[config.mk]
export PLATFORM = sky130hd
export DESIGN_NAME = sync_length_frame_receiver_flat
export DESIGN_NICKNAME = d
export VERILOG_FILES = /design/src/rtl/slfr_pkg.sv /design/src/rtl/slfr_if.sv /design/src/rtl/slfr_core.sv /design/src/rtl/sync_length_frame_receiver.sv /design/src/flat_wrapper.sv
export SDC_FILE = /design/constraint.sdc
export NUM_CORES = 1
export LEC_CHECK = 0
export BUFFER_PORTS_ARGS = -buffer_cell sky130_fd_sc_hd__buf_2
export CAP_MARGIN = 10
export CORE_MARGIN = 5
export CORE_UTILIZATION = 55
export CTS_BUF_LIST = sky130_fd_sc_hd__clkbuf_8
export DETAILED_ROUTE_END_ITERATION = 12
export PLACE_DENSITY = 0.75
export SLEW_MARGIN = 20
export SYNTH_ARGS = -nofsm -noshare
export SYNTH_HDL_FRONTEND = slang
export SYNTH_SLANG_ARGS = --single-unit
[constraint.sdc]
create_clock -name clk_i -period 6.5 [get_ports clk_i]
set_input_delay 1.95 -clock clk_i [delete_from_list [all_inputs] [get_ports clk_i]]
set_output_delay 1.95 -clock clk_i [all_outputs]
set_load 0.01 [all_outputs]
[src/rtl/slfr_pkg.sv]
package slfr_pkg;

  localparam int unsigned PosW      = 25;
  localparam int unsigned LenW      = 32;
  localparam int unsigned MaxPayW   = 24;
  localparam int unsigned CfgIdxW   = 2;
  localparam int unsigned CfgDataW  = 24;

  localparam int unsigned SyncLen    = 6;
  localparam int unsigned PosType    = 6;
  localparam int unsigned PosLenLast = 10;
  localparam int unsigned HeaderLen  = 11;
  localparam int unsigned TrailerLen = 4;

  // byte roles
  localparam logic [2:0] RoleDrop    = 3'd0;
  localparam logic [2:0] RoleSync    = 3'd1;
  localparam logic [2:0] RoleType    = 3'd2;
  localparam logic [2:0] RoleLen     = 3'd3;
  localparam logic [2:0] RolePayload = 3'd4;
  localparam logic [2:0] RoleTrailer = 3'd5;

  // input actions
  localparam logic ActReceive = 1'b0;
  localparam logic ActResync  = 1'b1;

  // configuration register indexes
  localparam logic [CfgIdxW-1:0] CfgLenBigEndian = 2'd0;
  localparam logic [CfgIdxW-1:0] CfgMaxPayload   = 2'd1;

  localparam logic [MaxPayW-1:0] MaxPayloadReset = 24'd65535;

  typedef struct packed {
    logic               len_big_endian;
    logic [MaxPayW-1:0] max_payload;
  } cfg_t;

  typedef struct packed {
    logic [7:0]      byte_out;
    logic [2:0]      byte_role;
    logic            header_seen;
    logic            frame_done;
    logic [7:0]      frame_type;
    logic [LenW-1:0] payload_length;
    logic            length_error;
  } res_t;

  // expected sync byte at a hunting position
  function automatic logic [7:0] sync_byte(input logic [2:0] pos);
    logic [7:0] b;
    unique case (pos)
      3'd0:    b = 8'h4e;
      3'd1:    b = 8'h41;
      3'd2:    b = 8'h49;
      3'd3:    b = 8'h4f;
      3'd4:    b = 8'h30;
      3'd5:    b = 8'h31;
      default: b = 8'h00;
    endcase
    return b;
  endfunction

endpackage

[src/rtl/slfr_if.sv]
interface slfr_in_if;
  logic       valid;
  logic       ready;
  logic       action;
  logic [7:0] rx_byte;

  modport source (output valid, action, rx_byte, input ready);
  modport sink   (input valid, action, rx_byte, output ready);
endinterface

interface slfr_out_if;
  logic                          valid;
  logic                          ready;
  logic [7:0]                    byte_out;
  logic [2:0]                    byte_role;
  logic                          header_seen;
  logic                          frame_done;
  logic [7:0]                    frame_type;
  logic [slfr_pkg::LenW-1:0]     payload_length;
  logic                          length_error;

  modport source (output valid, byte_out, byte_role, header_seen, frame_done, frame_type,
                  payload_length, length_error, input ready);
  modport sink   (input valid, byte_out, byte_role, header_seen, frame_done, frame_type,
                  payload_length, length_error, output ready);
endinterface

interface slfr_cfg_if;
  logic                             valid;
  logic                             ready;
  logic [slfr_pkg::CfgIdxW-1:0]     index;
  logic [slfr_pkg::CfgDataW-1:0]    data;

  modport source (output valid, index, data, input ready);
  modport sink   (input valid, index, data, output ready);
endinterface

[src/rtl/slfr_core.sv]
module slfr_core (
  input  logic                clk_i,
  input  logic                rst_ni,
  input  logic                adv_i,
  input  logic                action_i,
  input  logic [7:0]          rx_byte_i,
  input  slfr_pkg::cfg_t      cfg_i,
  output slfr_pkg::res_t      res_o
);

  logic [slfr_pkg::PosW-1:0] pos_q, pos_d;
  logic [7:0]                type_q, type_d;
  logic [slfr_pkg::LenW-1:0] len_q, len_d;

  logic [slfr_pkg::PosW-1:0] payload_end;
  logic [slfr_pkg::PosW-1:0] last_pos;
  logic [slfr_pkg::LenW-1:0] len_shift;

  // length is bounded by max_payload once past the header
  assign payload_end = slfr_pkg::PosW'(slfr_pkg::HeaderLen)
                     + {1'b0, len_q[slfr_pkg::MaxPayW-1:0]};
  assign last_pos    = payload_end + slfr_pkg::PosW'(slfr_pkg::TrailerLen - 1);
  assign len_shift   = cfg_i.len_big_endian ? {len_q[slfr_pkg::LenW-9:0], rx_byte_i}
                                            : {rx_byte_i, len_q[slfr_pkg::LenW-1:8]};

  always_comb begin
    pos_d = pos_q;
    type_d = type_q;
    len_d = len_q;
    res_o.byte_out = rx_byte_i;
    res_o.byte_role = slfr_pkg::RoleDrop;
    res_o.header_seen = 1'b0;
    res_o.frame_done = 1'b0;
    res_o.length_error = 1'b0;
    if (action_i == slfr_pkg::ActResync) begin
      pos_d = '0;
      res_o.byte_out = '0;
    end else if (pos_q < slfr_pkg::PosW'(slfr_pkg::SyncLen)) begin
      if (rx_byte_i == slfr_pkg::sync_byte(pos_q[2:0])) begin
        res_o.byte_role = slfr_pkg::RoleSync;
        res_o.header_seen = (pos_q == slfr_pkg::PosW'(slfr_pkg::SyncLen - 1));
        pos_d = pos_q + 1'b1;
      end else begin
        pos_d = '0;
      end
    end else if (pos_q == slfr_pkg::PosW'(slfr_pkg::PosType)) begin
      res_o.byte_role = slfr_pkg::RoleType;
      type_d = rx_byte_i;
      pos_d = pos_q + 1'b1;
    end else if (pos_q <= slfr_pkg::PosW'(slfr_pkg::PosLenLast)) begin
      res_o.byte_role = slfr_pkg::RoleLen;
      len_d = len_shift;
      if (pos_q == slfr_pkg::PosW'(slfr_pkg::PosLenLast) &&
          len_shift > {8'd0, cfg_i.max_payload}) begin
        res_o.length_error = 1'b1;
        pos_d = '0;
      end else begin
        pos_d = pos_q + 1'b1;
      end
    end else if (pos_q < payload_end) begin
      res_o.byte_role = slfr_pkg::RolePayload;
      pos_d = pos_q + 1'b1;
    end else begin
      res_o.byte_role = slfr_pkg::RoleTrailer;
      if (pos_q >= last_pos) begin
        res_o.frame_done = 1'b1;
        pos_d = '0;
      end else begin
        pos_d = pos_q + 1'b1;
      end
    end
    res_o.frame_type = type_d;
    res_o.payload_length = len_d;
  end

  always_ff @(posedge clk_i or negedge rst_ni) begin
    if (!rst_ni) begin
      pos_q <= '0;
      type_q <= '0;
      len_q <= '0;
    end else if (adv_i) begin
      pos_q <= pos_d;
      type_q <= type_d;
      len_q <= len_d;
    end
  end

endmodule

[src/rtl/sync_length_frame_receiver.sv]
// Byte-stream frame receiver. Hunts for the sync word 4e 41 49 4f 30 31, then takes a type
// byte, a four-byte payload length (byte order set by len_big_endian), the payload and a
// four-byte trailer; every byte comes back as one result item tagged with its role. A byte
// that breaks the sync is dropped and not retried as a new start. A length above max_payload
// flags length_error and returns to hunting; an item with action set restarts hunting. One
// item per cycle sustained while results are taken; an item is held in an input register,
// processed by the frame tracker in one pass and lands in the result register, from which
// its result is presented. The result register decouples the sides: one more item is taken
// while a result waits, then the input stalls until the result is taken. Configuration writes
// are always ready and take effect next cycle.
module sync_length_frame_receiver (
  input  logic                  clk_i,
  input  logic                  rst_ni,
  slfr_in_if.sink               in_i,
  slfr_out_if.source            out_o,
  slfr_cfg_if.sink              cfg_i
);

  // configuration registers
  slfr_pkg::cfg_t cfg_q;

  // input register
  logic       in_vld_q;
  logic       in_action_q;
  logic [7:0] in_byte_q;

  // result register
  logic           out_vld_q;
  slfr_pkg::res_t out_res_q;
  slfr_pkg::res_t step_res;

  logic adv;
  logic in_acc;

  // move the held item into the result slot when that slot is free or draining
  assign adv      = in_vld_q && (!out_vld_q || out_o.ready);
  assign in_i.ready = !in_vld_q || adv;
  assign in_acc   = in_i.valid && in_i.ready;
  assign cfg_i.ready = 1'b1;

  always_ff @(posedge clk_i or negedge rst_ni) begin
    if (!rst_ni) begin
      cfg_q.len_big_endian <= 1'b0;
      cfg_q.max_payload <= slfr_pkg::MaxPayloadReset;
    end else if (cfg_i.valid) begin
      // writes beyond the register list fall through
      if (cfg_i.index == slfr_pkg::CfgLenBigEndian) begin
        cfg_q.len_big_endian <= cfg_i.data[0];
      end else if (cfg_i.index == slfr_pkg::CfgMaxPayload) begin
        cfg_q.max_payload <= cfg_i.data;
      end
    end
  end

  always_ff @(posedge clk_i or negedge rst_ni) begin
    if (!rst_ni) begin
      in_vld_q <= 1'b0;
    end else if (in_acc) begin
      in_vld_q <= 1'b1;
    end else if (adv) begin
      in_vld_q <= 1'b0;
    end
  end

  // payload of the input register, no reset
  always_ff @(posedge clk_i) begin
    if (in_acc) begin
      in_action_q <= in_i.action;
      in_byte_q <= in_i.rx_byte;
    end
  end

  // frame tracking state and per-byte decode
  slfr_core u_core (
    .clk_i     (clk_i),
    .rst_ni    (rst_ni),
    .adv_i     (adv),
    .action_i  (in_action_q),
    .rx_byte_i (in_byte_q),
    .cfg_i     (cfg_q),
    .res_o     (step_res)
  );

  always_ff @(posedge clk_i or negedge rst_ni) begin
    if (!rst_ni) begin
      out_vld_q <= 1'b0;
    end else if (adv) begin
      out_vld_q <= 1'b1;
    end else if (out_o.ready) begin
      out_vld_q <= 1'b0;
    end
  end

  always_ff @(posedge clk_i) begin
    if (adv) begin
      out_res_q <= step_res;
    end
  end

  assign out_o.valid          = out_vld_q;
  assign out_o.byte_out       = out_res_q.byte_out;
  assign out_o.byte_role      = out_res_q.byte_role;
  assign out_o.header_seen    = out_res_q.header_seen;
  assign out_o.frame_done     = out_res_q.frame_done;
  assign out_o.frame_type     = out_res_q.frame_type;
  assign out_o.payload_length = out_res_q.payload_length;
  assign out_o.length_error   = out_res_q.length_error;

  // header completion only ever comes on a sync byte
  a_hdr_on_sync: assert property (@(posedge clk_i) disable iff (!rst_ni)
    out_vld_q && out_res_q.header_seen |-> out_res_q.byte_role == slfr_pkg::RoleSync)
    else $error("header_seen on a non-sync byte");

  // length error only on a length byte
  a_err_on_len: assert property (@(posedge clk_i) disable iff (!rst_ni)
    out_vld_q && out_res_q.length_error |-> out_res_q.byte_role == slfr_pkg::RoleLen)
    else $error("length_error on a non-length byte");

  // a held item that cannot move blocks new input
  a_no_overrun: assert property (@(posedge clk_i) disable iff (!rst_ni)
    in_vld_q && !adv |-> !in_i.ready)
    else $error("input taken while the input register is stuck");

  // an advanced item always shows as a result
  a_adv_shows: assert property (@(posedge clk_i) disable iff (!rst_ni)
    adv |=> out_vld_q)
    else $error("advanced item lost");

endmodule

[src/flat_wrapper.sv]
// flat-port wrapper written by rule: the top's interface ports become plain ports
module sync_length_frame_receiver_flat 
  (clk_i, rst_ni, in_i_valid, in_i_action, in_i_rx_byte, in_i_ready, out_o_valid, out_o_byte_out, out_o_byte_role, out_o_header_seen, out_o_frame_done, out_o_frame_type, out_o_payload_length, out_o_length_error, out_o_ready, cfg_i_valid, cfg_i_index, cfg_i_data, cfg_i_ready);
  slfr_in_if in_i_i ();
  slfr_out_if out_o_i ();
  slfr_cfg_if cfg_i_i ();
  input  logic clk_i;
  input  logic rst_ni;
  input wire logic [$bits(in_i_i.valid)-1:0] in_i_valid;
  input wire logic [$bits(in_i_i.action)-1:0] in_i_action;
  input wire logic [$bits(in_i_i.rx_byte)-1:0] in_i_rx_byte;
  output wire logic [$bits(in_i_i.ready)-1:0] in_i_ready;
  output wire logic [$bits(out_o_i.valid)-1:0] out_o_valid;
  output wire logic [$bits(out_o_i.byte_out)-1:0] out_o_byte_out;
  output wire logic [$bits(out_o_i.byte_role)-1:0] out_o_byte_role;
  output wire logic [$bits(out_o_i.header_seen)-1:0] out_o_header_seen;
  output wire logic [$bits(out_o_i.frame_done)-1:0] out_o_frame_done;
  output wire logic [$bits(out_o_i.frame_type)-1:0] out_o_frame_type;
  output wire logic [$bits(out_o_i.payload_length)-1:0] out_o_payload_length;
  output wire logic [$bits(out_o_i.length_error)-1:0] out_o_length_error;
  input wire logic [$bits(out_o_i.ready)-1:0] out_o_ready;
  input wire logic [$bits(cfg_i_i.valid)-1:0] cfg_i_valid;
  input wire logic [$bits(cfg_i_i.index)-1:0] cfg_i_index;
  input wire logic [$bits(cfg_i_i.data)-1:0] cfg_i_data;
  output wire logic [$bits(cfg_i_i.ready)-1:0] cfg_i_ready;
  assign in_i_i.valid = in_i_valid;
  assign in_i_i.action = in_i_action;
  assign in_i_i.rx_byte = in_i_rx_byte;
  assign in_i_ready = in_i_i.ready;
  assign out_o_valid = out_o_i.valid;
  assign out_o_byte_out = out_o_i.byte_out;
  assign out_o_byte_role = out_o_i.byte_role;
  assign out_o_header_seen = out_o_i.header_seen;
  assign out_o_frame_done = out_o_i.frame_done;
  assign out_o_frame_type = out_o_i.frame_type;
  assign out_o_payload_length = out_o_i.payload_length;
  assign out_o_length_error = out_o_i.length_error;
  assign out_o_i.ready = out_o_ready;
  assign cfg_i_i.valid = cfg_i_valid;
  assign cfg_i_i.index = cfg_i_index;
  assign cfg_i_i.data = cfg_i_data;
  assign cfg_i_ready = cfg_i_i.ready;
  sync_length_frame_receiver u_core (.clk_i(clk_i), .rst_ni(rst_ni), .in_i(in_i_i), .out_o(out_o_i), .cfg_i(cfg_i_i));
endmodule
==> report_table.html, run 1 <==
<table>
<tr><th>Metric</th><th>Value</th></tr>
<tr><th colspan="2">Status</th></tr>
<tr><td>Run status</td><td>finished, final reports clean</td></tr>
<tr><th colspan="2">Finish</th></tr>
<tr><td>Area occupied by registers</td><td>4220 um^2</td></tr>
<tr><td>Antenna Diode Count</td><td>0</td></tr>
<tr><td>Area of the multi-input gates</td><td>between 5000 and 6000 um^2</td></tr>
<tr><td>Net count of the finished layout</td><td>about 1200</td></tr>
<tr><td>Layout fillers</td><td>between 1500 and 2000</td></tr>
<tr><td>Synth-to-Final Area Change</td><td>9.88%</td></tr>
<tr><td>Share of cells above drive strength 1</td><td>between 15 and 20%</td></tr>
<tr><th colspan="2">Logic synthesis</th></tr>
<tr><td>Dominant combinational cell family by area after synthesis</td><td>simple AND/OR/NAND/NOR gates</td></tr>
<tr><td>Share of synthesized area occupied by flip-flops and latches</td><td>42.7%</td></tr>
<tr><td>Dominant register cell in the synthesized netlist</td><td>sky130_fd_sc_hd__dfrtp_1</td></tr>
<tr><td>Adder-cell share of the synthesized area</td><td>10.3%</td></tr>
<tr><td>Multiplexer share of the synthesized area</td><td>7.08%</td></tr>
<tr><td>Synthesized net count</td><td>1152</td></tr>
<tr><td>Post-synth ARST share</td><td>~60%</td></tr>
<tr><td>Simple-gate portion of the synthesized area</td><td>roughly 17%</td></tr>
<tr><td>Flip-flop and latch count after synthesis</td><td>~160</td></tr>
<tr><td>Netlist Area Pre-Place</td><td>roughly 10000 um^2</td></tr>
<tr><td>Number of enable-type register cells in the synthesized netlist</td><td>63</td></tr>
<tr><td>Synthesized-area fraction occupied by xor and xnor cells</td><td>3.99%</td></tr>
<tr><td>Count of distinct cell types in the synthesized netlist</td><td>between 70 and 80</td></tr>
<tr><td>Synthesized instance count</td><td>1031</td></tr>
<tr><td>Mean Syn Cell Area</td><td>9.58 um^2</td></tr>
<tr><td>Number of warnings printed during yosys synthesis</td><td>0</td></tr>
<tr><td>Compound-Gate Fraction of Synth Area</td><td>between 10% and 20%</td></tr>
<tr><th colspan="2">Global routing</th></tr>
<tr><td>Global-route wire length before repair</td><td>38500 um</td></tr>
<tr><td>Via count of the first global-routing pass</td><td>approximately 7400</td></tr>
<tr><td>GR Overflow Total</td><td>0</td></tr>
<tr><td>Initial antenna violation count</td><td>0</td></tr>
<tr><td>Maximum number of pins on one net before global-route repair</td><td>66</td></tr>
<tr><td>GRT Resource Usage Total</td><td>about a quarter</td></tr>
<tr><th colspan="2">CTS</th></tr>
<tr><td>Clock sink total</td><td>155</td></tr>
<tr><td>Skew-Pair Late Insertion Delay</td><td>0.47 ns</td></tr>
<tr><td>Root Driver</td><td>sky130_fd_sc_hd__clkbuf_8</td></tr>
<tr><td>Clk slew on worst S/H paths</td><td>0.09 ns</td></tr>
<tr><td>CTS tree</td><td>yes</td></tr>
<tr><td>Hold buffers post-CTS</td><td>0</td></tr>
<tr><td>Maximum buffer depth of the clock tree</td><td>2</td></tr>
<tr><td>Deepest level of the CTS H-tree</td><td>4</td></tr>
<tr><td>Post-CTS resize count</td><td>0</td></tr>
<tr><td>Number of clock buffers inserted by TritonCTS</td><td>17</td></tr>
<tr><td>Post CTS Setup Buffer Count</td><td>0</td></tr>
<tr><th colspan="2">Drt</th></tr>
<tr><td>Detailed route wirelength on metal3</td><td>1360 um</td></tr>
<tr><td>Iteration count of the initial detailed-routing pass</td><td>7</td></tr>
<tr><td>Average wire per standard cell</td><td>~18 um</td></tr>
<tr><td>Number of vias per cell</td><td>between 5 and 6</td></tr>
<tr><td>Post-DRT Antenna Nets</td><td>0</td></tr>
<tr><td>Detailed-routed wire length on met2</td><td>~11000 um</td></tr>
<tr><td>Total DRC errors in the routed layout</td><td>0</td></tr>
<tr><td>Highest routed metal layer</td><td>met4</td></tr>
<tr><td>Wire length after detailed routing</td><td>24000 um</td></tr>
<tr><td>Total vias in the final route</td><td>slightly below 8000</td></tr>
<tr><td>Sum of routed wire segments on met1</td><td>about 11000 um</td></tr>
<tr><td>Initial DRC count</td><td>between 600 and 700</td></tr>
<tr><th colspan="2">Critical path</th></tr>
<tr><td>Endpoint of the most critical register-to-register path</td><td>u_core.u_core.pos_q[21]</td></tr>
<tr><td>Crit path DAT</td><td>just over 6 ns</td></tr>
<tr><td>Reg2reg setup slack</td><td>roughly 0.84 ns</td></tr>
<tr><td>Worst endpoint required time</td><td>6.87 ns</td></tr>
<tr><td>Reg2Reg Launch Point</td><td>u_core.u_core.len_q[0]</td></tr>
<tr><td>Logic depth of the worst register-to-register path</td><td>18</td></tr>
<tr><td>Worst Path Class, Setup</td><td>register to register</td></tr>
<tr><td>Endpoint type of the worst setup path</td><td>register</td></tr>
<tr><td>Startpoint type of the worst setup path</td><td>register</td></tr>
<tr><td>Maximum fanout encountered on the critical timing path</td><td>approximately 40</td></tr>
<tr><th colspan="2">STA</th></tr>
<tr><td>Setup repair after global routing missed its margin</td><td>false</td></tr>
<tr><td>Total negative slack</td><td>0 ns</td></tr>
<tr><td>Number of hold violations in the final report</td><td>0</td></tr>
<tr><td>Post-route worst setup slack</td><td>approximately 0.84 ns</td></tr>
<tr><td>Rel. slew slack</td><td>28.9%</td></tr>
<tr><td>Maximum operating frequency</td><td>~0.18 GHz</td></tr>
<tr><td>Pins Over Slew Limit</td><td>0</td></tr>
<tr><td>Worst-Margin Slew</td><td>1.06 ns</td></tr>
<tr><td>Tmin final</td><td>5.66 ns</td></tr>
<tr><td>Tcrit/Tclk final</td><td>~87%</td></tr>
<tr><td>Setup Skew</td><td>between 0.01 and 0.015 ns</td></tr>
<tr><td>Setup violations, final</td><td>0</td></tr>
<tr><th colspan="2">Placed design</th></tr>
<tr><td>Half-perimeter wire length after detailed placement</td><td>about 18000 um</td></tr>
<tr><td># port buffers</td><td>95</td></tr>
<tr><td>Pre-CTS WS</td><td>0.930 ns</td></tr>
<tr><td>Final weighted congestion in routability-driven placement</td><td>around 1.0</td></tr>
<tr><th colspan="2">Floorplan</th></tr>
<tr><td>Core Region</td><td>about 18000 um^2</td></tr>
<tr><td>Number of rows in the core area</td><td>49</td></tr>
<tr><td>Height of the die</td><td>about 140 um</td></tr>
<tr><td>Initial cell density of the core</td><td>a little under three fifths</td></tr>
<tr><td>Boundary Pins</td><td>97</td></tr>
<tr><td>Die Width</td><td>between 100 and 150 um</td></tr>
<tr><td>DIE AREA</td><td>approximately 21000 um^2</td></tr>
<tr><th colspan="2">Job</th></tr>
<tr><td>Max_cap viols</td><td>0</td></tr>
<tr><th colspan="2">Min path</th></tr>
<tr><td>Hold path startpoint</td><td>u_core.u_core.type_q[1]</td></tr>
<tr><td>Type of the worst min-delay path</td><td>register to register</td></tr>
<tr><td>Hold depth</td><td>2</td></tr>
<tr><td>Endpoint of the worst hold-timing path</td><td>u_core.u_core.type_q[1]</td></tr>
<tr><th colspan="2">Power</th></tr>
<tr><td>Worst IR Drop VDD</td><td>around 160 uV</td></tr>
<tr><td>Static leakage power</td><td>a little under 0.005 uW</td></tr>
<tr><td>Power density over cell area</td><td>approximately 250 nW/um^2</td></tr>
<tr><td>Post-layout total power</td><td>between 2000 and 3000 uW</td></tr>
</table>
final cells by class:
type | count | share of cell area, %
Sequential cell | 155 | 38.8
Tap cell | 229 | 2.64
Clock buffer | 17 | 2.16
Inverter | 73 | 2.52
Clock inverter | 15 | 1.84
Multi-Input combinational cell | 750 | 47.3
Timing Repair Buffer | 100 | 4.75
report_power, final:
group / switching, uW / internal, uW / leakage (uW)
Sequential: 140 / 1150 / 0.00178
Combinational: 391 / 284 / 0.00291
Clock: 406 / 395 / 0.000219
Total: 937 / 1830 / 0.00490
cell families after synthesis:
kind of cell    count (synthesis)
other cells                     1
xor+xnor                       45
simple gates                  354
fa+ha+maj                      81
buf+inv                       126
flops                         155
compound gates                203
mux                            66
per-stage QoR:
stage | utilization, % | cells | instance area, um^2 | hold slack, ns
after floorplan | - | 1031 | 9880 | 0.440
after global placement | 58.4 | 1307 | 10400 | 0.452
after detailed placement | 58.4 | 1307 | 10400 | 0.462
after CTS | 60.8 | 1339 | 10900 | 0.482
after global routing | 60.8 | 1339 | 10900 | 0.506
final | 60.8 | 1339 | 10900 | 0.481
Yosys cell counts, drive strengths merged, types with 19 or more instances:
cell type / number / area share, %
mux2i: 35 / 3.5
inv: 73 / 2.8
nor2: 80 / 3.0
clkbuf: 37 / 1.4
dfrtp: 76 / 19
a21oi: 83 / 4.3
ha: 81 / 10
nor3: 19 / 0.96
o21ai: 51 / 2.6
edfxtp: 63 / 19
nand2: 110 / 4.2
xnor2: 20 / 1.8
nand4: 26 / 1.6
xor2: 25 / 2.2
mux2: 31 / 3.5
nand3: 35 / 1.8
layout by cell type (no fill, tap or decap), types with 5 or more instances in the layout:
cell type,instances
sky130_fd_sc_hd__xor2_1,25
sky130_fd_sc_hd__a31oi_1,7
sky130_fd_sc_hd__clkbuf_8,17
sky130_fd_sc_hd__inv_1,71
sky130_fd_sc_hd__nand2_1,110
sky130_fd_sc_hd__ha_1,81
sky130_fd_sc_hd__nor4_1,10
sky130_fd_sc_hd__and3_1,15
sky130_fd_sc_hd__mux2i_1,35
sky130_fd_sc_hd__and2_1,5
sky130_fd_sc_hd__nand4_1,26
sky130_fd_sc_hd__o21ai_0,49
sky130_fd_sc_hd__a21o_1,6
sky130_fd_sc_hd__nand2b_1,11
sky130_fd_sc_hd__xnor2_1,20
sky130_fd_sc_hd__a221o_1,9
sky130_fd_sc_hd__a21oi_1,82
sky130_fd_sc_hd__dfstp_2,16
sky130_fd_sc_hd__nor3_1,19
sky130_fd_sc_hd__a211oi_1,7
sky130_fd_sc_hd__buf_2,94
sky130_fd_sc_hd__nor2_1,79
sky130_fd_sc_hd__nor2b_1,15
sky130_fd_sc_hd__dfrtp_1,75
sky130_fd_sc_hd__nand3_1,35
sky130_fd_sc_hd__mux2_2,31
sky130_fd_sc_hd__o211ai_1,6
sky130_fd_sc_hd__edfxtp_1,63
sky130_fd_sc_hd__buf_4,6
metal layers:
metal,up-vias,global-route usage (%)
met5,-,0
met1,3775,32.0
met2,249,38.1
met3,50,4.46
met4,0,7.88
li1,3832,-
worst max-delay path: stages (launching register included):
cell and delay, ns:
sky130_fd_sc_hd__dfrtp_1 0.58, sky130_fd_sc_hd__inv_1 0.12, sky130_fd_sc_hd__ha_1 0.26, sky130_fd_sc_hd__nand2b_1 0.24, sky130_fd_sc_hd__a21oi_4 0.28, sky130_fd_sc_hd__xnor2_1 0.20
sky130_fd_sc_hd__nor4_1 0.59, sky130_fd_sc_hd__nand4_1 0.31, sky130_fd_sc_hd__nor3_1 0.43, sky130_fd_sc_hd__xor2_1 0.19, sky130_fd_sc_hd__ha_1 0.26, sky130_fd_sc_hd__nand4_1 0.15
sky130_fd_sc_hd__inv_1 0.05, sky130_fd_sc_hd__a22oi_1 0.17, sky130_fd_sc_hd__a41oi_1 0.14, sky130_fd_sc_hd__o41ai_1 0.66, sky130_fd_sc_hd__o211a_4 0.53, sky130_fd_sc_hd__inv_2 0.15
sky130_fd_sc_hd__o311ai_2 0.27
sequential cells by signal, summed over array words and instances (netlist names), 3 cells and up:
name,count
u_core.cfg_q,25
u_core.u_core.len_q,32
u_core.out_o.frame_type,8
u_core.in_byte_q,8
u_core.out_o.byte_role,3
u_core.u_core.type_q,8
u_core.u_core.pos_q,25
u_core.out_o.payload_length,32
u_core.out_o.byte_out,8
worst max path at each step:
| stage | cells past startpoint | slack [ns] | from | endpoint |
|---|---|---|---|---|
| 6_report | 18 | 0.84 | u_core.u_core.len_q[0] | u_core.u_core.pos_q[21] |
| 3_3_place_gp | 19 | 1.25 | u_core.u_core.len_q[0] | u_core.u_core.pos_q[23] |
| 3_5_place_dp | 18 | 0.93 | u_core.u_core.len_q[0] | u_core.u_core.pos_q[21] |
| 5_1_grt | 18 | 0.36 | u_core.u_core.len_q[0] | u_core.u_core.pos_q[23] |
| 2_1_floorplan | 21 | 1.74 | u_core.u_core.len_q[0] | u_core.u_core.pos_q[16] |
| 4_1_cts | 18 | 0.91 | u_core.u_core.len_q[0] | u_core.u_core.pos_q[21] |
No activity file was read; power rests on OpenSTA's default activity.
==> run 2, diff against run 1 <==
--- a/config.mk
+++ b/config.mk
@@ -7,7 +7,6 @@
 export LEC_CHECK = 0
 export BUFFER_PORTS_ARGS = -buffer_cell sky130_fd_sc_hd__buf_2
 export CAP_MARGIN = 10
-export CORE_MARGIN = 5
 export CORE_UTILIZATION = 55
 export CTS_BUF_LIST = sky130_fd_sc_hd__clkbuf_8
 export DETAILED_ROUTE_END_ITERATION = 12
==> constraint.sdc (replaced) <==
create_clock -name clk_i -period 6.15 [get_ports clk_i]
set_input_delay 1.845 -clock clk_i [delete_from_list [all_inputs] [get_ports clk_i]]
set_output_delay 1.845 -clock clk_i [all_outputs]
set_load 0.01 [all_outputs]
==> run 2 against run 1 <==
Fmax is 3.2% higher. Core utilization grew 1.3 points. Die area fell by 11%. Via count decreased by 1.1%. Combinational power increased by 6.7%. Sequential share of layout area is 0.099 points higher. Hold slack better by 0.0056 ns. Non-clock buffer count increased by 1. Clock skew decreased by 0.00077 ns. Clock power shrank 5.4%. Total power increased by 2.8%. Highest routed layer unchanged.
==> report_table.html, run 2 (synthesized netlist as in run 1, its figures left out) <==
<table>
<tr><th>Metric</th><th>Value</th></tr>
<tr><th colspan="2">Critical path</th></tr>
<tr><td>Delay-heaviest family, CP</td><td>simple AND/OR/NAND/NOR gates (was compound AO/OA/AOI/OAI gates)</td></tr>
<tr><td>Reg2Reg Launch Point</td><td>u_core.u_core.len_q[0] (unchanged)</td></tr>
<tr><td>Crit path DAT</td><td>5.80 ns (was 6.03 ns)</td></tr>
<tr><td>Worst Path Class, Setup</td><td>register to register (unchanged)</td></tr>
<tr><td>Logic depth of the worst register-to-register path</td><td>19 (was 18)</td></tr>
<tr><td>Startpoint type of the worst setup path</td><td>register (unchanged)</td></tr>
<tr><td>Total buffers and inverters traversed by the critical path</td><td>1 (was 3)</td></tr>
<tr><td>Cell with the largest stage delay on the worst path</td><td>sky130_fd_sc_hd__dfrtp_1 (was sky130_fd_sc_hd__o41ai_1)</td></tr>
<tr><td>Worst setup path start</td><td>u_core.u_core.len_q[0] (unchanged)</td></tr>
<tr><td>Cell repeated most along the worst path</td><td>sky130_fd_sc_hd__nand4_1</td></tr>
<tr><td>Endpoint type of the worst setup path</td><td>register (unchanged)</td></tr>
<tr><td>CP Cell Sequence</td><td>inv_1 &gt; ha_1 &gt; nand2b_1 &gt; a21oi_4 &gt; xnor2_1 &gt; nor4_4 &gt; nand4_1 &gt; or3_1 &gt; nor2_1 &gt; xor2_1 &gt; ha_1 &gt; nand4_1 &gt; nor4_1 &gt; nand4_1 &gt; a41oi_1 &gt; o41ai_1 &gt; o211a_4 &gt; and3_1 &gt; a221o_1 (was inv_1 &gt; ha_1 &gt; nand2b_1 &gt; a21oi_4 &gt; xnor2_1 &gt; nor4_1 &gt; nand4_1 &gt; nor3_1 &gt; xor2_1 &gt; ha_1 &gt; nand4_1 &gt; inv_1 &gt; a22oi_1 &gt; a41oi_1 &gt; o41ai_1 &gt; o211a_4 &gt; inv_2 &gt; o311ai_2)</td></tr>
<tr><td>Maximum fanout encountered on the critical timing path</td><td>41 (unchanged)</td></tr>
<tr><td>Critical path depth</td><td>19 (was 18)</td></tr>
<tr><td>Worst endpoint required time</td><td>6.48 ns (was 6.87 ns)</td></tr>
<tr><td>Delay of the slowest critical-path stage</td><td>0.58 ns (was 0.66 ns)</td></tr>
<tr><th colspan="2">CTS</th></tr>
<tr><td>Root Driver</td><td>sky130_fd_sc_hd__clkbuf_8 (unchanged)</td></tr>
<tr><td>Deepest level of the CTS H-tree</td><td>4 (unchanged)</td></tr>
<tr><td>Post-CTS resize count</td><td>0 (unchanged)</td></tr>
<tr><td>Number of clock buffers inserted by TritonCTS</td><td>17 (unchanged)</td></tr>
<tr><td>Skew-Pair Late Insertion Delay</td><td>0.45 ns (was 0.47 ns)</td></tr>
<tr><td>Hold buffers post-CTS</td><td>0 (unchanged)</td></tr>
<tr><td>Clk slew on worst S/H paths</td><td>0.09 ns (about the same)</td></tr>
<tr><td>Post CTS Setup Buffer Count</td><td>0 (unchanged)</td></tr>
<tr><td>Clock sink total</td><td>155 (unchanged)</td></tr>
<tr><td>Maximum buffer depth of the clock tree</td><td>2 (unchanged)</td></tr>
<tr><td>CTS tree</td><td>yes (unchanged)</td></tr>
<tr><th colspan="2">Global routing</th></tr>
<tr><td>Global-route wire length before repair</td><td>38400 um (was 38500 um)</td></tr>
<tr><td>GR Overflow Total</td><td>0 (unchanged)</td></tr>
<tr><td>Maximum number of pins on one net before global-route repair</td><td>66 (unchanged)</td></tr>
<tr><td>Initial antenna violation count</td><td>0 (unchanged)</td></tr>
<tr><td>Via count of the first global-routing pass</td><td>7344 (was 7434)</td></tr>
<tr><td>GRT Resource Usage Total</td><td>27.0% (was 23.5%)</td></tr>
<tr><th colspan="2">Finish</th></tr>
<tr><td>Area occupied by registers</td><td>4220 um^2 (unchanged)</td></tr>
<tr><td>Layout fillers</td><td>1485 (was 1513)</td></tr>
<tr><td>Commonest non-fill, non-tap cells in the layout</td><td>sky130_fd_sc_hd__nand2_1, sky130_fd_sc_hd__buf_2, sky130_fd_sc_hd__a21oi_1 (unchanged)</td></tr>
<tr><td>Area of the multi-input gates</td><td>5140 um^2 (was 5130 um^2)</td></tr>
<tr><td>Synth-to-Final Area Change</td><td>9.60% (was 9.88%)</td></tr>
<tr><td>Post-route insts no fill</td><td>1336 (was 1339)</td></tr>
<tr><td>Antenna Diode Count</td><td>0 (unchanged)</td></tr>
<tr><td>Net count of the finished layout</td><td>1219 (was 1218)</td></tr>
<tr><td>Most common cell after layout, fill and taps aside</td><td>sky130_fd_sc_hd__nand2_1 (unchanged)</td></tr>
<tr><td>Share of cells above drive strength 1</td><td>17.6% (was 17.5%)</td></tr>
<tr><th colspan="2">STA</th></tr>
<tr><td>Worst-Margin Slew</td><td>0.995 ns (was 1.06 ns)</td></tr>
<tr><td>Setup Skew</td><td>0.0134 ns (was 0.0142 ns)</td></tr>
<tr><td>Number of hold violations in the final report</td><td>0 (unchanged)</td></tr>
<tr><td>Total negative slack</td><td>0 ns (unchanged)</td></tr>
<tr><td>Setup repair after global routing missed its margin</td><td>false (unchanged)</td></tr>
<tr><td>Maximum operating frequency</td><td>0.183 GHz (was 0.177 GHz)</td></tr>
<tr><td>Rel. slew slack</td><td>33.7% (was 28.9%)</td></tr>
<tr><td>Setup violations, final</td><td>0 (unchanged)</td></tr>
<tr><td>Tcrit/Tclk final</td><td>89.1% (was 87.0%)</td></tr>
<tr><td>Tmin final</td><td>5.48 ns (was 5.66 ns)</td></tr>
<tr><td>Pins Over Slew Limit</td><td>0 (unchanged)</td></tr>
<tr><th colspan="2">Floorplan</th></tr>
<tr><td>DIE AREA</td><td>18500 um^2 (was 20700 um^2)</td></tr>
<tr><td>Core Region</td><td>17400 um^2 (was 17800 um^2)</td></tr>
<tr><td>Boundary Pins</td><td>97 (unchanged)</td></tr>
<tr><td>Initial cell density of the core</td><td>56.7% (was 55.4%)</td></tr>
<tr><td>Die Width</td><td>136 um (was 144 um)</td></tr>
<tr><td>Height of the die</td><td>136 um (was 144 um)</td></tr>
<tr><td>Number of rows in the core area</td><td>48 (was 49)</td></tr>
<tr><th colspan="2">Placed design</th></tr>
<tr><td># port buffers</td><td>95 (unchanged)</td></tr>
<tr><td>Half-perimeter wire length after detailed placement</td><td>17600 um (was 17700 um)</td></tr>
<tr><td>Final weighted congestion in routability-driven placement</td><td>0.917 (was 1.02)</td></tr>
<tr><td>Cell total after placement</td><td>1303 (was 1307)</td></tr>
<tr><th colspan="2">Drt</th></tr>
<tr><td>Average wire per standard cell</td><td>18.0 um (was 17.9 um)</td></tr>
<tr><td>Total DRC errors in the routed layout</td><td>0 (unchanged)</td></tr>
<tr><td>Iteration count of the initial detailed-routing pass</td><td>5 (was 7)</td></tr>
<tr><td>Initial DRC count</td><td>539 (was 654)</td></tr>
<tr><td>Post-DRT Antenna Nets</td><td>0 (unchanged)</td></tr>
<tr><td>Wire length after detailed routing</td><td>24000 um (about the same)</td></tr>
<tr><td>Number of vias per cell</td><td>5.85 (was 5.90)</td></tr>
<tr><td>Total vias in the final route</td><td>7818 (was 7906)</td></tr>
<tr><th colspan="2">Power</th></tr>
<tr><td>Worst IR Drop VDD</td><td>266 uV (was 158 uV)</td></tr>
<tr><td>Power density over cell area</td><td>263 nW/um^2 (was 255 nW/um^2)</td></tr>
<tr><td>Static leakage power</td><td>0.00490 uW (about the same)</td></tr>
<tr><th colspan="2">Min path</th></tr>
<tr><td>Hold depth</td><td>2 (unchanged)</td></tr>
<tr><td>Hold path startpoint</td><td>u_core.u_core.type_q[0] (was u_core.u_core.type_q[1])</td></tr>
<tr><td>Type of the worst min-delay path</td><td>register to register (unchanged)</td></tr>
<tr><th colspan="2">Job</th></tr>
<tr><td>Max_cap viols</td><td>0 (unchanged)</td></tr>
<tr><th colspan="2">Status</th></tr>
<tr><td>Run status</td><td>finished, final reports clean (unchanged)</td></tr>
</table>
## run 2: final timing paths
kind                                           end  slack (ns)
setup / recovery           u_core.u_core.pos_q[22]        0.67
hold / removal             u_core.u_core.type_q[0]        0.49
setup reg to reg           u_core.u_core.pos_q[22]        0.67
hold reg to reg            u_core.u_core.type_q[0]        0.49
max in group asynchronous         u_core.cfg_q[24]        3.64
min in group asynchronous  u_core.u_core.pos_q[10]        1.41
## run 2: worst register-to-register path: cells and delay by family (launching register included)
kind | cells | cell delay (ns)
AND/OR/NAND/NOR | 9 | 2.47
AO/OA/AOI/OAI | 5 | 1.31
XOR/XNOR | 2 | 0.32
buffers and inverters | 1 | 0.12
flip-flops | 1 | 0.58
adder cells (fa/ha/maj) | 2 | 0.56
## run 2: stage by stage
stage / utilization (%) / setup slack, ns / total power [uW] / hold slack (ns) / instance area (um^2)
finish: 62.2 / 0.673 / 2840 / 0.486 / 10800
global route: 62.2 / 0.0787 / 3000 / 0.522 / 10800
CTS: 62.0 / 0.568 / 2860 / 0.483 / 10800
detailed placement: 59.8 / 0.609 / 2100 / 0.460 / 10400
global placement: 59.8 / 0.916 / 2070 / 0.452 / 10400
floorplan: - / 1.39 / 1860 / 0.440 / 9880
## run 2: area by class of cell
cell class | count | share of cell area [%]
Sequential cell | 155 | 38.9
Multi-Input combinational cell | 750 | 47.5
Clock inverter | 14 | 1.25
Inverter | 73 | 2.53
Tap cell | 225 | 2.60
Clock buffer | 18 | 2.29
Timing Repair Buffer | 101 | 4.90
## run 2: layer usage
metal	global-route usage, %	wire length (um)	up-vias
met2	43.3	11400	240
met1	35.7	10600	3707
met5	0	0	-
li1	-	-	3826
met4	11.9	780	0
met3	4.74	1200	45
## run 2: power by group
group | leakage, uW | switching, uW | internal [uW] | total, uW
Combinational | 0.00292 | 418 | 301 | 720
Sequential | 0.00178 | 148 | 1220 | 1370
Clock | 0.000198 | 416 | 342 | 758
Total | 0.00490 | 983 | 1860 | 2840
==> run 3, diff against run 2 <==
--- a/config.mk
+++ b/config.mk
@@ -7,6 +7,8 @@
 export LEC_CHECK = 0
 export BUFFER_PORTS_ARGS = -buffer_cell sky130_fd_sc_hd__buf_2
 export CAP_MARGIN = 10
+export CORE_ASPECT_RATIO = 0.7
+export CORE_MARGIN = 2
 export CORE_UTILIZATION = 55
 export CTS_BUF_LIST = sky130_fd_sc_hd__clkbuf_8
 export DETAILED_ROUTE_END_ITERATION = 12
==> run 3 against run 2 <==
Combinational power grew 2%. Cell count grew 0.60%. Final area is 0.67% higher. Fmax shrank 2.5%. Via count up 3.5%. Global-route usage shrank 0.13 points. Highest routed layer unchanged. Count of clock-buffer cells in the layout shrank 1. Critical endpoint is now u_core.u_core.pos_q[4]. Clock power rose by 13%. Critical path type unchanged. Clock skew grew 0.0021 ns. Core utilization up 0.60 points. Sequential cell count unchanged. Total power up 4.1%.
==> report_table.html, run 3 (synthesized netlist as in run 1, its figures left out) <==
<table>
<tr><th>Metric</th><th>Value</th></tr>
<tr><th colspan="2">Power</th></tr>
<tr><td>Power density over cell area</td><td>272 nW/um^2 (was 263 nW/um^2)</td></tr>
<tr><td>Worst IR Drop VDD</td><td>180 uV (was 266 uV)</td></tr>
<tr><td>Static leakage power</td><td>0.00493 uW (was 0.00490 uW)</td></tr>
<tr><th colspan="2">Critical path</th></tr>
<tr><td>Delay-heaviest family, CP</td><td>compound AO/OA/AOI/OAI gates (was simple AND/OR/NAND/NOR gates)</td></tr>
<tr><td>Worst endpoint required time</td><td>6.56 ns (was 6.48 ns)</td></tr>
<tr><td>CP Cell Sequence</td><td>inv_1 &gt; ha_1 &gt; nand2b_1 &gt; a21oi_4 &gt; xnor2_1 &gt; nor4_2 &gt; nand4_1 &gt; or3_1 &gt; nor2_1 &gt; xor2_1 &gt; ha_1 &gt; nand4_1 &gt; inv_1 &gt; a22oi_1 &gt; a41oi_1 &gt; o41ai_2 &gt; o211a_2 &gt; a21o_1 &gt; a22o_1 (was inv_1 &gt; ha_1 &gt; nand2b_1 &gt; a21oi_4 &gt; xnor2_1 &gt; nor4_4 &gt; nand4_1 &gt; or3_1 &gt; nor2_1 &gt; xor2_1 &gt; ha_1 &gt; nand4_1 &gt; nor4_1 &gt; nand4_1 &gt; a41oi_1 &gt; o41ai_1 &gt; o211a_4 &gt; and3_1 &gt; a221o_1)</td></tr>
<tr><td>Crit path DAT</td><td>6.03 ns (was 5.80 ns)</td></tr>
<tr><td>Endpoint of the most critical register-to-register path</td><td>u_core.u_core.pos_q[4] (was u_core.u_core.pos_q[22])</td></tr>
<tr><td>Logic depth of the worst register-to-register path</td><td>19 (unchanged)</td></tr>
<tr><td>Reg2Reg Launch Point</td><td>u_core.u_core.len_q[0] (unchanged)</td></tr>
<tr><td>Worst Path Class, Setup</td><td>register to register (unchanged)</td></tr>
<tr><td>Total buffers and inverters traversed by the critical path</td><td>2 (was 1)</td></tr>
<tr><td>Cell with the largest stage delay on the worst path</td><td>sky130_fd_sc_hd__o41ai_2 (was sky130_fd_sc_hd__dfrtp_1)</td></tr>
<tr><td>Maximum fanout encountered on the critical timing path</td><td>20 (was 41)</td></tr>
<tr><td>Endpoint type of the worst setup path</td><td>register (unchanged)</td></tr>
<tr><td>Startpoint type of the worst setup path</td><td>register (unchanged)</td></tr>
<tr><td>Delay of the slowest critical-path stage</td><td>0.61 ns (was 0.58 ns)</td></tr>
<tr><td>Reg2reg setup slack</td><td>0.53 ns (was 0.67 ns)</td></tr>
<tr><th colspan="2">Finish</th></tr>
<tr><td>Share of cells above drive strength 1</td><td>17.7% (was 17.6%)</td></tr>
<tr><td>Post-route insts no fill</td><td>1344 (was 1336)</td></tr>
<tr><td>Net count of the finished layout</td><td>1221 (was 1219)</td></tr>
<tr><td>Layout fillers</td><td>1429 (was 1485)</td></tr>
<tr><td>Commonest non-fill, non-tap cells in the layout</td><td>sky130_fd_sc_hd__nand2_1, sky130_fd_sc_hd__buf_2, sky130_fd_sc_hd__a21oi_1 (unchanged)</td></tr>
<tr><td>Synth-to-Final Area Change</td><td>10.3% (was 9.60%)</td></tr>
<tr><td>Antenna Diode Count</td><td>0 (unchanged)</td></tr>
<tr><td>Most common cell after layout, fill and taps aside</td><td>sky130_fd_sc_hd__nand2_1 (unchanged)</td></tr>
<tr><th colspan="2">Min path</th></tr>
<tr><td>Hold path startpoint</td><td>u_core.u_core.type_q[7] (was u_core.u_core.type_q[0])</td></tr>
<tr><td>Hold depth</td><td>2 (unchanged)</td></tr>
<tr><td>Endpoint of the worst hold-timing path</td><td>u_core.u_core.type_q[7] (was u_core.u_core.type_q[0])</td></tr>
<tr><td>Type of the worst min-delay path</td><td>register to register (unchanged)</td></tr>
<tr><th colspan="2">STA</th></tr>
<tr><td>Rel. slew slack</td><td>34.6% (was 33.7%)</td></tr>
<tr><td>Tmin final</td><td>5.62 ns (was 5.48 ns)</td></tr>
<tr><td>Maximum operating frequency</td><td>0.178 GHz (was 0.183 GHz)</td></tr>
<tr><td>Number of hold violations in the final report</td><td>0 (unchanged)</td></tr>
<tr><td>Setup violations, final</td><td>0 (unchanged)</td></tr>
<tr><td>Setup repair after global routing missed its margin</td><td>false (unchanged)</td></tr>
<tr><td>Worst-Margin Slew</td><td>0.982 ns (was 0.995 ns)</td></tr>
<tr><td>Pins Over Slew Limit</td><td>0 (unchanged)</td></tr>
<tr><td>Total negative slack</td><td>0 ns (unchanged)</td></tr>
<tr><td>Setup Skew</td><td>0.0155 ns (was 0.0134 ns)</td></tr>
<tr><td>Tcrit/Tclk final</td><td>91.4% (was 89.1%)</td></tr>
<tr><th colspan="2">Placed design</th></tr>
<tr><td># port buffers</td><td>95 (unchanged)</td></tr>
<tr><td>Final weighted congestion in routability-driven placement</td><td>0.943 (was 0.917)</td></tr>
<tr><td>Cell total after placement</td><td>1311 (was 1303)</td></tr>
<tr><td>Half-perimeter wire length after detailed placement</td><td>18100 um (was 17600 um)</td></tr>
<tr><th colspan="2">Floorplan</th></tr>
<tr><td>Core Region</td><td>17400 um^2 (about the same)</td></tr>
<tr><td>Initial cell density of the core</td><td>56.9% (was 56.7%)</td></tr>
<tr><td>Height of the die</td><td>116 um (was 136 um)</td></tr>
<tr><td>Number of rows in the core area</td><td>40 (was 48)</td></tr>
<tr><td>DIE AREA</td><td>19100 um^2 (was 18500 um^2)</td></tr>
<tr><td>Die Width</td><td>164 um (was 136 um)</td></tr>
<tr><td>Boundary Pins</td><td>97 (unchanged)</td></tr>
<tr><th colspan="2">CTS</th></tr>
<tr><td>Root Driver</td><td>sky130_fd_sc_hd__clkbuf_8 (unchanged)</td></tr>
<tr><td>Maximum buffer depth of the clock tree</td><td>2 (unchanged)</td></tr>
<tr><td>Skew-Pair Late Insertion Delay</td><td>0.48 ns (was 0.45 ns)</td></tr>
<tr><td>CTS tree</td><td>yes (unchanged)</td></tr>
<tr><td>Number of clock buffers inserted by TritonCTS</td><td>17 (unchanged)</td></tr>
<tr><td>Post-CTS resize count</td><td>0 (unchanged)</td></tr>
<tr><td>Clk slew on worst S/H paths</td><td>0.09 ns (about the same)</td></tr>
<tr><td>Post CTS Setup Buffer Count</td><td>0 (unchanged)</td></tr>
<tr><td>Clock sink total</td><td>155 (unchanged)</td></tr>
<tr><td>Hold buffers post-CTS</td><td>0 (unchanged)</td></tr>
<tr><td>Deepest level of the CTS H-tree</td><td>4 (unchanged)</td></tr>
<tr><th colspan="2">Global routing</th></tr>
<tr><td>Global-route wire length before repair</td><td>38900 um (was 38400 um)</td></tr>
<tr><td>Maximum number of pins on one net before global-route repair</td><td>66 (unchanged)</td></tr>
<tr><td>GRT Resource Usage Total</td><td>26.9% (was 27.0%)</td></tr>
<tr><td>Via count of the first global-routing pass</td><td>7072 (was 7344)</td></tr>
<tr><td>Initial antenna violation count</td><td>0 (unchanged)</td></tr>
<tr><td>GR Overflow Total</td><td>0 (unchanged)</td></tr>
<tr><th colspan="2">Drt</th></tr>
<tr><td>Total vias in the final route</td><td>8089 (was 7818)</td></tr>
<tr><td>Wire length after detailed routing</td><td>25300 um (was 24000 um)</td></tr>
<tr><td>Average wire per standard cell</td><td>18.8 um (was 18.0 um)</td></tr>
<tr><td>Post-DRT Antenna Nets</td><td>0 (unchanged)</td></tr>
<tr><td>Total DRC errors in the routed layout</td><td>0 (unchanged)</td></tr>
<tr><td>Number of vias per cell</td><td>6.02 (was 5.85)</td></tr>
<tr><td>Iteration count of the initial detailed-routing pass</td><td>6 (was 5)</td></tr>
<tr><td>Initial DRC count</td><td>1034 (was 539)</td></tr>
<tr><th colspan="2">Job</th></tr>
<tr><td>Max_cap viols</td><td>0 (unchanged)</td></tr>
<tr><th colspan="2">Status</th></tr>
<tr><td>Run status</td><td>finished, final reports clean (unchanged)</td></tr>
</table>
-- run 3: how the worst max path moves through the flow --
stage	endpoint	from	slack [ns]	cells after the start
after floorplan	u_core.u_core.pos_q[16]	u_core.u_core.len_q[0]	1.39	21
after global placement	u_core.u_core.pos_q[21]	u_core.u_core.len_q[0]	0.86	19
after detailed placement	u_core.u_core.pos_q[24]	u_core.u_core.len_q[0]	0.59	19
after CTS	u_core.u_core.pos_q[24]	u_core.u_core.len_q[0]	0.56	19
after global routing	u_core.u_core.pos_q[16]	u_core.u_core.len_q[0]	0.09	19
final	u_core.u_core.pos_q[4]	u_core.u_core.len_q[0]	0.53	19
-- run 3: metal layers --
metal | up-vias | global-route usage [%] | share of wire, %
li1 | 3832 | - | -
met1 | 3853 | 40.7 | 46
met2 | 375 | 38.0 | 42
met3 | 29 | 7.28 | 11
met4 | 0 | 6.84 | 1.1
met5 | - | 0 | 0
-- run 3: tightest hold or removal path: cells and delay by family, from the launching register on --
family / cells / cell delay (ns)
flip-flops: 1 / 0.35
AND/OR/NAND/NOR: 2 / 0.10
-- run 3: cell type report --
cell class | instances | area, um^2 | share of cell area, %
multi-input cells | 751 | 5150 | 47.2
clock buffers | 17 | 234 | 2.15
flip-flops and latches | 155 | 4220 | 38.7
inverters | 73 | 274 | 2.51
well taps | 231 | 289 | 2.65
repair buffers | 102 | 538 | 4.94
clock inverters | 15 | 203 | 1.86
-- run 3: power by group --
group          internal, uW  switching (uW)  leakage, uW
Combinational           304             432      0.00293
Clock                   417             438     0.000223
Sequential             1220             154      0.00178
Total                  1940            1020      0.00493
-- run 3: per-stage QoR --
| step | util, % | setup slack (ns) | area [um^2] | total power (uW) | hold WS, ns |
|---|---|---|---|---|---|
| 6_report | 62.8 | 0.532 | 10900 | 2960 | 0.478 |
| 5_1_grt | 62.8 | 0.0854 | 10900 | 3120 | 0.492 |
| 4_1_cts | 62.7 | 0.557 | 10900 | 2960 | 0.480 |
| 3_5_place_dp | 60.2 | 0.588 | 10400 | 2110 | 0.457 |
| 3_3_place_gp | 60.1 | 0.864 | 10400 | 2080 | 0.451 |
| 2_1_floorplan | - | 1.39 | 9880 | 1860 | 0.440 |
